$ cat src/hw/rtl/ssf_pkg.sv
// Shared types and constants for the slot store with free list.
// Holds field widths, stream packing, function and status codes, and the
// command struct that links the front and back parts. No dependencies.
`timescale 1ns / 1ps

package ssf_pkg;

    // Field widths of one request and one result.
    localparam int FUNC_W   = 3;
    localparam int SLOT_W   = 10;
    localparam int VALUE_W  = 32;
    localparam int FILL_W   = 11;
    localparam int STATUS_W = 2;

    // Stream packing: fields from the lowest bit up, padded to whole bytes.
    localparam int IN_FIELDS_W  = SLOT_W + VALUE_W;
    localparam int IN_TDATA_W   = ((IN_FIELDS_W + 7) / 8) * 8;
    localparam int OUT_FIELDS_W = SLOT_W + VALUE_W + FILL_W + STATUS_W;
    localparam int OUT_TDATA_W  = ((OUT_FIELDS_W + 7) / 8) * 8;
    localparam int OUT_PAD_W    = OUT_TDATA_W - OUT_FIELDS_W;

    localparam int OUT_SLOT_LSB   = 0;
    localparam int OUT_VALUE_LSB  = OUT_SLOT_LSB + SLOT_W;
    localparam int OUT_FILL_LSB   = OUT_VALUE_LSB + VALUE_W;
    localparam int OUT_STATUS_LSB = OUT_FILL_LSB + FILL_W;

    // Function codes as they arrive on the request stream.
    localparam logic [FUNC_W-1:0] FUNC_ADD     = 3'd0;
    localparam logic [FUNC_W-1:0] FUNC_SET     = 3'd1;
    localparam logic [FUNC_W-1:0] FUNC_REM_IDX = 3'd2;
    localparam logic [FUNC_W-1:0] FUNC_REM_VAL = 3'd3;
    localparam logic [FUNC_W-1:0] FUNC_GET     = 3'd4;
    localparam logic [FUNC_W-1:0] FUNC_CLEAR   = 3'd5;

    // Result status codes.
    localparam logic [STATUS_W-1:0] STATUS_OK        = 2'd0;
    localparam logic [STATUS_W-1:0] STATUS_RANGE     = 2'd1;
    localparam logic [STATUS_W-1:0] STATUS_FULL      = 2'd2;
    localparam logic [STATUS_W-1:0] STATUS_NOT_FOUND = 2'd3;

    // Decoded operation handed from the front to the back.
    typedef enum logic [2:0] {
        OP_ADD,
        OP_SET,
        OP_REM_IDX,
        OP_REM_VAL,
        OP_GET,
        OP_CLEAR,
        OP_NOP
    } t_op;

    typedef struct packed {
        t_op                op;
        logic [SLOT_W-1:0]  slot;
        logic [VALUE_W-1:0] value;
    } t_cmd;

    // Control from the back part to the front part.
    typedef struct packed {
        logic pop;   // back takes the command at the queue head
        logic hold;  // back is busy with the post-reset clearing pass
    } t_back_ctl;

endpackage

$ cat src/hw/rtl/ssf_front.sv
// Front part: accepts requests, decodes the function code and queues commands.
// Depends on ssf_pkg for the command struct and codes.
`timescale 1ns / 1ps

module ssf_front (
    input  logic                         i_clk,
    input  logic                         i_rst_n,
    input  logic                         i_s_tvalid,
    output logic                         o_s_tready,
    input  logic [ssf_pkg::IN_TDATA_W-1:0] i_s_tdata,
    input  logic [ssf_pkg::FUNC_W-1:0]   i_s_tuser,
    input  ssf_pkg::t_back_ctl           i_ctl,
    output logic                         o_cmd_valid,
    output ssf_pkg::t_cmd                o_cmd
);

    import ssf_pkg::*;

    localparam int QDEPTH = 2;

    t_cmd       r_q [QDEPTH];
    logic       r_wptr;
    logic       r_rptr;
    logic [1:0] r_cnt;
    logic [1:0] n_cnt;
    t_cmd       dec_cmd;
    logic       push;

    always_comb begin
        dec_cmd.slot  = i_s_tdata[SLOT_W-1:0];
        dec_cmd.value = i_s_tdata[SLOT_W +: VALUE_W];
        case (i_s_tuser)
            FUNC_ADD:     dec_cmd.op = OP_ADD;
            FUNC_SET:     dec_cmd.op = OP_SET;
            FUNC_REM_IDX: dec_cmd.op = OP_REM_IDX;
            FUNC_REM_VAL: dec_cmd.op = OP_REM_VAL;
            FUNC_GET:     dec_cmd.op = OP_GET;
            FUNC_CLEAR:   dec_cmd.op = OP_CLEAR;
            default:      dec_cmd.op = OP_NOP;
        endcase
    end

    assign o_s_tready  = (r_cnt != 2'(QDEPTH)) && !i_ctl.hold;
    assign push        = i_s_tvalid && o_s_tready;
    assign o_cmd_valid = (r_cnt != 2'd0);
    assign o_cmd       = r_q[r_rptr];

    always_comb begin
        n_cnt = r_cnt;
        if (push && !i_ctl.pop) begin
            n_cnt = r_cnt + 2'd1;
        end else if (!push && i_ctl.pop) begin
            n_cnt = r_cnt - 2'd1;
        end
    end

    always_ff @(posedge i_clk) begin
        if (!i_rst_n) begin
            r_wptr <= 1'b0;
            r_rptr <= 1'b0;
            r_cnt  <= 2'd0;
        end else begin
            r_cnt <= n_cnt;
            if (push) begin
                r_wptr <= ~r_wptr;
            end
            if (i_ctl.pop) begin
                r_rptr <= ~r_rptr;
            end
        end
    end

    always_ff @(posedge i_clk) begin
        if (push) begin
            r_q[r_wptr] <= dec_cmd;
        end
    end

endmodule

$ cat config.mk
export PLATFORM = sky130hd
export DESIGN_NAME = ssf_front
export DESIGN_NICKNAME = d
export VERILOG_FILES = /design/src/hw/rtl/ssf_pkg.sv /design/src/hw/rtl/ssf_front.sv
export SDC_FILE = /design/constraint.sdc
export NUM_CORES = 1
export LEC_CHECK = 0
export ABC_AREA = 1
export BUFFER_PORTS_ARGS = -buffer_cell sky130_fd_sc_hd__buf_2
export CAP_MARGIN = 20
export CORE_ASPECT_RATIO = 0.7
export CORE_MARGIN = 4
export CORE_UTILIZATION = 50
export CTS_CLUSTER_SIZE = 28
export DETAILED_ROUTE_END_ITERATION = 10
export PLACE_DENSITY = 0.81
export SYNTH_ARGS = -nofsm -noshare
export SYNTH_HDL_FRONTEND = slang
export SYNTH_SLANG_ARGS = --single-unit
$ cat constraint.sdc
create_clock -name i_clk -period 4.95 [get_ports i_clk]
set_clock_uncertainty 0.05 [all_clocks]
set_input_delay 1.2375 -clock i_clk [delete_from_list [all_inputs] [get_ports i_clk]]
set_output_delay 1.2375 -clock i_clk [all_outputs]
set_load 0.1 [all_outputs]
# Yosys cells after proc, flatten, opt, wreduce, memory -nomap -nowiden
# Memories as Yosys holds them, arrays and structs flattened. A register that Yosys moved wholly into a read port is not among the register bits.
# Cells that the tools add are included.
dict set report op_classes {
  add_sub_neg 2
  n_eq_ne 6
  n_mux 7
  bitwise 2
  reduce_logical 10
}
# cell n
set ops {}
lappend ops {{case mux 3 bit (6 select lines)} 1}
lappend ops {{== test 3 x 2 -> 1 bit (second input constant)} 2}
lappend ops {{== test 3 bit (second input constant)} 2}
lappend ops {{logical AND 1 bit} 4}
lappend ops {{two-way mux 1 bit} 4}
lappend ops {{two-way mux 2 bit} 2}
lappend ops {{nonzero test 2 bit} 2}
lappend ops {{== test 3 x 1 -> 1 bit (second input constant)} 1}
lappend ops {{logical NOT 1 bit} 3}
lappend ops {{logical NOT 3 bit} 1}
lappend ops {{adder 2 x 1 -> 2 bit (second input constant)} 1}
lappend ops {{inequality test 2 bit (second input constant)} 1}
lappend ops {{NOT 1 bit} 2}
lappend ops {{subtractor 2 x 1 -> 2 bit (second input constant)} 1}
dict set report word_totals {
  ff_bits 4
  ram_bits 90
  input_bits 56
  mem_count 1
}
# memory words width rd rd_ports_with_merged_regs write_ports line_no
set memory_table {}
lappend memory_table {r_q 2 45 1 1 1 ssf_front.sv:21} ;# t_cmd r_q [QDEPTH];

# Depth between registers and ports, before layout
# Gate-level depths: netlist (run 1).
dict set report depth {
  word_depth 7
  mapped_depth 11
}

# Worst setup path before layout (run 1)
# No wires, ideal clock.
dict set report synth_timing {
  path_type {in2out}
  from {in i_ctl[0] (netlist bit)}
  to {out o_s_tready}
  t_arrival_ns 2.698
  t_required_ns 3.663
  setup_slack_ns 0.964
  stages 1
  n_path_buf 0
  cell_sequence {a21oi_1}
}
dict set report synth_via {
  elab_chain_cells 2
}
# element line_no
set synth_rtl {}
lappend synth_rtl {{start, declared} ssf_front.sv:12} ;# input ssf_pkg::t_back_ctl i_ctl,
lappend synth_rtl {{logical NOT 1 bit} ssf_front.sv:43} ;# assign o_s_tready = (r_cnt != 2'(QDEPTH)) && !i_ctl.hold;
lappend synth_rtl {{logical AND 1 bit} ssf_front.sv:43}
lappend synth_rtl {{end, declared} ssf_front.sv:9} ;# output logic o_s_tready,
# Every way passes these cells.

==> results of run 1 <==
-- through the flow --
step	util (%)	instance area (um2)	total power, W	hold slack, ps
6_report	64.04	4467	0.001865	457.2
5_1_grt	64.04	4467	0.001938	513.1
4_1_cts	64.04	4467	0.001879	466.0
3_5_place_dp	60.90	4248	0.001345	444.9
3_3_place_gp	60.90	4248	0.001337	427.3
2_1_floorplan	-	3717	0.001289	413.5
-- registers in the layout (all words and copies together), names as in the netlist, named ones only --
register	flops
r_wptr	1
r_q	90
r_rptr	1
r_cnt	2
-- power groups by stage --
stage	registers [W]	logic, W	clock network (W)
2_1_floorplan	0.000944	0.000345	0
3_3_place_gp	0.000946	0.000391	0
3_5_place_dp	0.000949	0.000396	0
4_1_cts	0.000930	0.000397	0.000552
5_1_grt	0.000933	0.000409	0.000595
6_report	0.000930	0.000394	0.000541
-- worst paths after layout --
| path | from | slack, ps | cells past startpoint | end |
|---|---|---|---|---|
| min reg2reg | r_rptr | 460 | 2 | flop |
| max | flop | 1700 | 3 | o_cmd[1] |
| min | r_rptr | 460 | 2 | flop |
| max reg2reg | r_cnt[0] | 2920 | 5 | r_q[0][7] |
-- cell usage in the layout (no fill, tap or decap), drive strengths merged --
cell	Yosys	layout
nand3	2	2
nand2	10	10
clkinv	0	4
ha	1	1
buf	5	99
bufinv	0	2
a21oi	2	2
dfxtp	5	5
edfxtp	90	90
nand4	2	2
a21boi	1	1
clkbuf	2	9
mux2	45	45
o21ai	1	1
inv	11	12
nor2	6	6
-- Yosys cell counts --
library cell	count	share of area, %
clkbuf_1	2	0.20
buf_12	4	2.2
buf_6	1	0.30
nand3_1	2	0.27
o21ai_0	1	0.13
mux2_4	40	16
edfxtp_1	90	73
ha_1	1	0.34
nand4_1	2	0.34
nor2_1	6	0.61
mux2_2	5	1.5
a21boi_0	1	0.20
a21oi_1	2	0.27
inv_1	11	1.1
nand2_1	10	1.0
dfxtp_1	5	2.7
-- tightest hold or removal path: stages (launching register included) --
cell,delay (ps)
dfxtp_1,340
nor2_1,60
nor2_1,80
-- kinds of logic after synthesis --
family,synth area share [%]
mux,17.67
flops,75.40
simple gates,2.221
compound gates,0.6058
buf+inv,3.770
fa+ha+maj,0.3365
-- area by class of cell --
class,instances,area [um2]
clock inverters,7,95.09
inverters,11,41.29
multi-input cells,70,782.0
fillers,503,2509
clock buffers,9,123.9
repair buffers,99,503.0
flip-flops and latches,95,2804
well taps,94,117.6
-- metal layers --
layer  global-route usage [%]  vias to the layer above  part of all wire, %
li1                         -                      892                    -
met5                        0                        -                    0
met4                    4.010                        0                  1.1
met2                    23.67                       69                   48
met3                    6.627                        8                  8.6
met1                    16.36                      887                   42
==> flow_metrics.py, run 1 <==
metrics = {
    "run_status": {
        "status": "finished clean",
    },
    "routing": {
        "wl_um": 6057,
        "viasPerCell": 4.821,
        "wl_per_cell_um": 15.73,
        "drc": 0,
        "drtAntennaViolNets": 0,
        "drt-pass1-iter-count": 4,
        "drtIter0Drc": 58,
        "num_vias": 1856,
    },
    "final_layout": {
        "finalNetCount": 343,
        "num_antenna_cells": 0,
        "area_delta_synth_final_pct": 20.16,
        "drive_gt1_share_pct": 55.67,
        "fin_cells": 385,
    },
    "die": {
        "dieArea_um2": 8900,
        "chipWidth_um": 111.1,
        "start_util_pct": 53.29,
        "row_count": 25,
        "ios": 103,
        "core_area_um2": 6975,
        "die_h_um": 80.14,
    },
    "place": {
        "place_ws_ps": 1777,
        "dp_cells": 369,
        "gp_congestion": 0.7260,
        "hpwlAfterDp_um": 4104,
        "port_buffers": 96,
    },
    "setup_path": {
        "max_stage_delay_ps": 540,
        "cp_top_family": "buffers and inverters",
        "start_kind": "flop",
        "crit_fanout": 18,
        "crit_slowest_cell": "dfxtp_2",
        "arrival_ps": 1970,
        "cp.required_ps": 3660,
        "worstPathCellList": "buf_4, mux2_2, buf_2",
        "cp-end-kind": "output pin",
        "path_class": "reg2out",
        "cp_num_buf_inv": 2,
    },
    "sta": {
        "setup_violations": 0,
        "period_share_pct": 65.71,
        "report.final.slew_viol_count": 0,
        "slew_headroom_pct": 34.29,
        "tightest_slew_ps": 984.2,
        "fin_crit_ps": 3253,
        "setup_ws_ps": 1697,
        "clock.fmax_mhz": 307.4,
        "tns_ps": 0,
        "final_hold_viol_count": 0,
        "grt_setup_unrepaired": "no",
    },
    "cts": {
        "cts_buffers": 9,
        "cts_resized": 0,
        "htree_levels": 3,
        "cts.sink_count": 95,
        "cts_tree": "built",
        "insertion_delay_ps": 340,
        "cts-root-buf": "clkbuf_8",
        "hold_buffers": 0,
        "post_cts_buffers": 0,
        "cts.clk_slew.worst_paths_ps": 90,
        "cts.path.max_buffers": 2,
    },
    "logic_synthesis": {
        "syn_inst": 183,
        "yosys_warnings": 0,
        "yosysSeqAreaShare_pct": 75.40,
        "ys_seq_elements": 95,
        "syn-num-nets": 240,
        "synth.cell_area_um2": 3717,
        "ys_types": 16,
        "avgSynthCellArea_um2": 20.31,
    },
    "grt": {
        "grt_max_degree": 46,
        "antenna_found_initial": 0,
        "grt_pass1_wl_um": 9432,
        "grt_use_total_pct": 14.06,
        "grt-ovfl-total": 0,
        "grt_pass1_vias": 1982,
    },
    "pwr": {
        "power.switching_w": 0.0005739,
        "power_frac_clock_pct": 29.0,
        "power_leakage_nw": 1.807,
        "p_seq_share_pct": 49.9,
        "swShare_pct": 30.78,
        "powerDensity_nw_per_um2": 417.4,
        "ir_worst_vdd_mv": 0.2334,
        "combPwrFrac_pct": 21.1,
        "p_int_w": 0.001291,
    },
    "hold_path": {
        "hold_path.class": "reg2reg",
    },
    "run": {
        "drv_cap": 0,
    },
}
No activity file was read; power rests on OpenSTA's default activity.
==> run 2, diff against run 1 <==
==> constraint.sdc (replaced) <==
create_clock -name i_clk -period 3.4 [get_ports i_clk]
set_clock_uncertainty 0.05 [all_clocks]
set_input_delay 0.85 -clock i_clk [delete_from_list [all_inputs] [get_ports i_clk]]
set_output_delay 0.85 -clock i_clk [all_outputs]
set_load 0.1 [all_outputs]
==> run 2 against run 1 <==
  * Final cell count grew 0.52%
  * Total power increased by 41%
  * Setup slack worse by 930 ps
==> flow_metrics.py, run 2 (synthesis results as in run 1) <==
metrics = {
    "pwr": {
        "ir_worst_vdd_mv": 0.3906,
        "power_leakage_nw": 1.808,
        "powerDensity_nw_per_um2": 589.4,
    },
    "die": {
        "start_util_pct": 53.29,
        "row_count": 25,
        "core_area_um2": 6975,
        "ios": 103,
        "dieArea_um2": 8900,
        "chipWidth_um": 111.1,
        "die_h_um": 80.14,
    },
    "sta": {
        "tightest_slew_ps": 735.0,
        "final_hold_viol_count": 0,
        "setup_violations": 0,
        "clock.fmax_mhz": 380.5,
        "report.final.slew_viol_count": 0,
        "tns_ps": 0,
        "grt_setup_unrepaired": "no",
        "period_share_pct": 77.30,
        "fin_crit_ps": 2628,
        "hold_slack_ps": 464.3,
        "slew_headroom_pct": 50.89,
    },
    "cts": {
        "cts_resized": 0,
        "cts.sink_count": 95,
        "cts.clk_slew.worst_paths_ps": 80,
        "cts_buffers": 9,
        "insertion_delay_ps": 340,
        "htree_levels": 3,
        "cts.path.max_buffers": 2,
        "cts-root-buf": "clkbuf_8",
        "hold_buffers": 0,
        "post_cts_buffers": 0,
        "cts_tree": "built",
    },
    "final_layout": {
        "fillers": 515,
        "final_cell_mix": "96 x buf_2, 90 x edfxtp_1, 40 x mux2_4, 10 x inv_1, 10 x nand2_1",
        "multiInputGateArea_um2": 782.0,
        "final_common_cell": "buf_2",
        "seq_area_um2": 2804,
        "finalNetCount": 345,
        "num_antenna_cells": 0,
        "drive_gt1_share_pct": 55.63,
        "largest-register": "r_q",
        "largest_reg_flops": 90,
        "top_regs": "r_q (90), r_cnt (2)",
        "area_delta_synth_final_pct": 20.30,
    },
    "routing": {
        "wl_um": 6141,
        "wl_per_cell_um": 15.87,
        "drc": 0,
        "drt-pass1-iter-count": 4,
        "drtAntennaViolNets": 0,
        "drtIter0Drc": 61,
        "viasPerCell": 4.868,
        "num_vias": 1884,
    },
    "grt": {
        "grt_pass1_vias": 2065,
        "antenna_found_initial": 0,
        "grt_max_degree": 27,
        "grt-ovfl-total": 0,
        "grt_pass1_wl_um": 9687,
        "grt_use_total_pct": 14.46,
    },
    "setup_path": {
        "start_kind": "flop",
        "path_class": "reg2out",
        "crit_fanout": 22,
        "cp-end-kind": "output pin",
        "arrival_ps": 1730,
        "cp.required_ps": 2500,
    },
    "place": {
        "port_buffers": 96,
        "hpwlAfterDp_um": 4270,
        "gp_congestion": 0.6909,
    },
    "run": {
        "drv_cap": 0,
    },
    "hold_path": {
        "hold_path.class": "reg2reg",
    },
    "run_status": {
        "status": "finished clean",
    },
}
-- run 2: cell type report --
type	count	share of cell area (%)
Timing Repair Buffer	101	11.86
Inverter	11	0.9233
Multi-Input combinational cell	70	17.49
Clock buffer	9	2.770
Sequential cell	95	62.70
Clock inverter	7	1.623
Tap cell	94	2.630
-- run 2: final timing paths --
path | cells after the start | endpoint | startpoint | slack, ps
setup / recovery | 3 | o_cmd[3] | flop | 770
hold / removal | 2 | r_rptr | r_rptr | 460
setup reg to reg | 5 | r_q[0][40] | r_cnt[0] | 1450
hold reg to reg | 2 | r_rptr | r_rptr | 460
-- run 2: report_power, final --
part / internal [W] / switching (W) / total, W
clock: 0.000341 / 0.000362 / 0.000703
sequential: 0.00133 / 0.0000146 / 0.00135
combinational: 0.000132 / 0.000451 / 0.000583
total: 0.00181 / 0.000828 / 0.00264
-- run 2: per-stage QoR --
step	util [%]	std cells	setup slack [ps]	total power, W	instance area (um2)
floorplan	-	183	189.1	0.001876	3720
global route	64.11	387	667.4	0.002751	4472
global placement	61.29	371	981.9	0.001951	4275
finish	64.11	387	771.8	0.002636	4472
CTS	64.11	387	734.4	0.002667	4472
detailed placement	61.29	371	923.2	0.001963	4275
-- run 2: per-layer routing --
| metal | GRT usage [%] | vias to the layer above | share of wire (%) |
|---|---|---|---|
| li1 | - | 897 | - |
| met1 | 16.44 | 895 | 41 |
| met2 | 24.94 | 86 | 49 |
| met3 | 6.777 | 6 | 9.5 |
| met4 | 3.888 | 0 | 0.72 |
| met5 | 0 | - | 0 |
-- run 2: critical path, stage by stage (launching register included) --
cell     delay, ps
dfxtp_2        330
buf_4          360
mux2_2         390
buf_2          300
==> run 3, diff against run 2 <==
==> constraint.sdc (replaced) <==
create_clock -name i_clk -period 2.6 [get_ports i_clk]
set_clock_uncertainty 0.05 [all_clocks]
set_input_delay 0.65 -clock i_clk [delete_from_list [all_inputs] [get_ports i_clk]]
set_output_delay 0.65 -clock i_clk [all_outputs]
set_load 0.1 [all_outputs]
==> run 3 against run 2 <==
  * First-iteration DRC count rose by 21%
  * Die area did not move
  * Register-to-register slack got worse by 530 ps
  * Via count fell by 2.6%
  * Sequential power rose by 30%
  * Non-clock buffer count did not move
  * Total power rose by 26%
  * Clock-buffer cell count rose by 2
==> flow_metrics.py, run 3 (synthesis results as in run 1) <==
metrics = {
    "routing": {
        "wl_um": 5848,
        "drc": 0,
        "wl_per_cell_um": 15.11,
        "num_vias": 1835,
        "drtAntennaViolNets": 0,
        "viasPerCell": 4.742,
        "drtIter0Drc": 74,
        "drt-pass1-iter-count": 4,
    },
    "sta": {
        "fin_crit_ps": 2407,
        "slew_headroom_pct": 66.32,
        "clock.fmax_mhz": 415.5,
        "tns_ps": 0,
        "final_hold_viol_count": 0,
        "setup_violations": 0,
        "report.final.slew_viol_count": 0,
        "tightest_slew_ps": 508.7,
        "grt_setup_unrepaired": "no",
        "period_share_pct": 92.57,
    },
    "final_layout": {
        "area_delta_synth_final_pct": 19.59,
        "final_common_cell": "buf_2",
        "fin_cells": 387,
        "largest-register": "r_q",
        "largest_reg_flops": 90,
        "top_regs": "r_q (90), r_cnt (2)",
        "drive_gt1_share_pct": 55.63,
        "finalNetCount": 345,
        "final_cell_mix": "96 x buf_2, 90 x edfxtp_1, 40 x mux2_4, 10 x inv_1, 10 x nand2_1",
        "utilization_pct": 63.73,
        "num_antenna_cells": 0,
    },
    "cts": {
        "cts-root-buf": "clkbuf_8",
        "insertion_delay_ps": 340,
        "cts.path.max_buffers": 2,
        "cts.sink_count": 95,
        "htree_levels": 3,
        "hold_buffers": 0,
        "cts_buffers": 9,
        "post_cts_buffers": 0,
        "cts.clk_slew.worst_paths_ps": 80,
        "cts_resized": 0,
        "cts_tree": "built",
    },
    "setup_path": {
        "path_class": "reg2out",
        "crit_fanout": 23,
        "worstPathCellList": "buf_4, mux2_2, buf_2",
        "crit_slowest_cell": "mux2_2",
        "arrival_ps": 1710,
        "start_kind": "flop",
        "max_stage_delay_ps": 390,
        "cp_top_family": "buffers and inverters",
        "cp-end-kind": "output pin",
        "cp_num_buf_inv": 2,
        "cp.required_ps": 1900,
    },
    "grt": {
        "grt_pass1_wl_um": 9321,
        "grt-ovfl-total": 0,
        "grt_pass1_vias": 1955,
        "grt_max_degree": 37,
        "antenna_found_initial": 0,
        "grt_use_total_pct": 13.58,
    },
    "hold_path": {
        "hold_path.class": "in2reg",
    },
    "pwr": {
        "powerDensity_nw_per_um2": 749.7,
        "power_leakage_nw": 1.783,
        "ir_worst_vdd_mv": 0.4357,
    },
    "die": {
        "chipWidth_um": 111.1,
        "row_count": 25,
        "core_area_um2": 6975,
        "dieArea_um2": 8900,
        "start_util_pct": 53.29,
        "die_h_um": 80.14,
        "ios": 103,
    },
    "run": {
        "drv_cap": 0,
    },
    "place": {
        "hpwlAfterDp_um": 4053,
        "gp_congestion": 0.7777,
        "port_buffers": 96,
        "dp_cells": 371,
    },
    "run_status": {
        "status": "finished clean",
    },
}
## run 3: cell count changes in the layout (fill, tap and decap cells not counted)
cell / delta
a21oi_1: -1
a21oi_2: +1
bufinv_16: -1
clkbuf_1: +2
clkinv_1: -1
clkinv_4: -2
clkinvlp_4: +3
inv_6: -1
## run 3: metrics by stage
step                setup WS, ps  instance area, um2  hold slack [ps]  total power [W]
floorplan                  129.6                3724            413.5         0.002455
global placement           537.3                4279            426.1         0.002554
detailed placement         536.3                4279            437.7         0.002566
CTS                        148.6                4446            416.2         0.003378
global route               98.77                4446            405.7         0.003485
finish                     193.2                4446            439.1         0.003333
## run 3: cell type report
type,instances,area (um2)
Tap cell,94,117.6
Fill cell,529,2530
Clock buffer,11,131.4
Clock inverter,5,35.03
Sequential cell,95,2804
Inverter,11,41.29
Timing Repair Buffer,101,530.5
Multi-Input combinational cell,70,785.8
## run 3: final timing paths
check	start	end	slack, ps	depth (start not counted)
hold / removal	i_s_tdata[0]	r_q[1][32]	440	1
setup / recovery	flop	o_cmd[44]	190	3
setup reg to reg	r_cnt[0]	r_q[0][34]	920	5
hold reg to reg	r_rptr	r_rptr	470	2
## run 3: metal layers
layer | GRT usage, % | up-vias | wire (um)
met3 | 5.873 | 7 | 470
li1 | - | 893 | -
met1 | 16.06 | 867 | 2520
met2 | 22.70 | 68 | 2801
met4 | 4.374 | 0 | 56
met5 | 0 | - | 0
## run 3: power by group
group          internal [W]  switching, W  total [W]
registers           0.00175     0.0000194    0.00176
logic              0.000173      0.000586   0.000759
clock network      0.000346      0.000463   0.000809
## run 3: worst reg2reg max path: stages (launching register included)
cell and delay, ps:
dfxtp_1 350, inv_1 110, nand2_1 100, nand3_1 150
nor2_4 320, buf_12 270
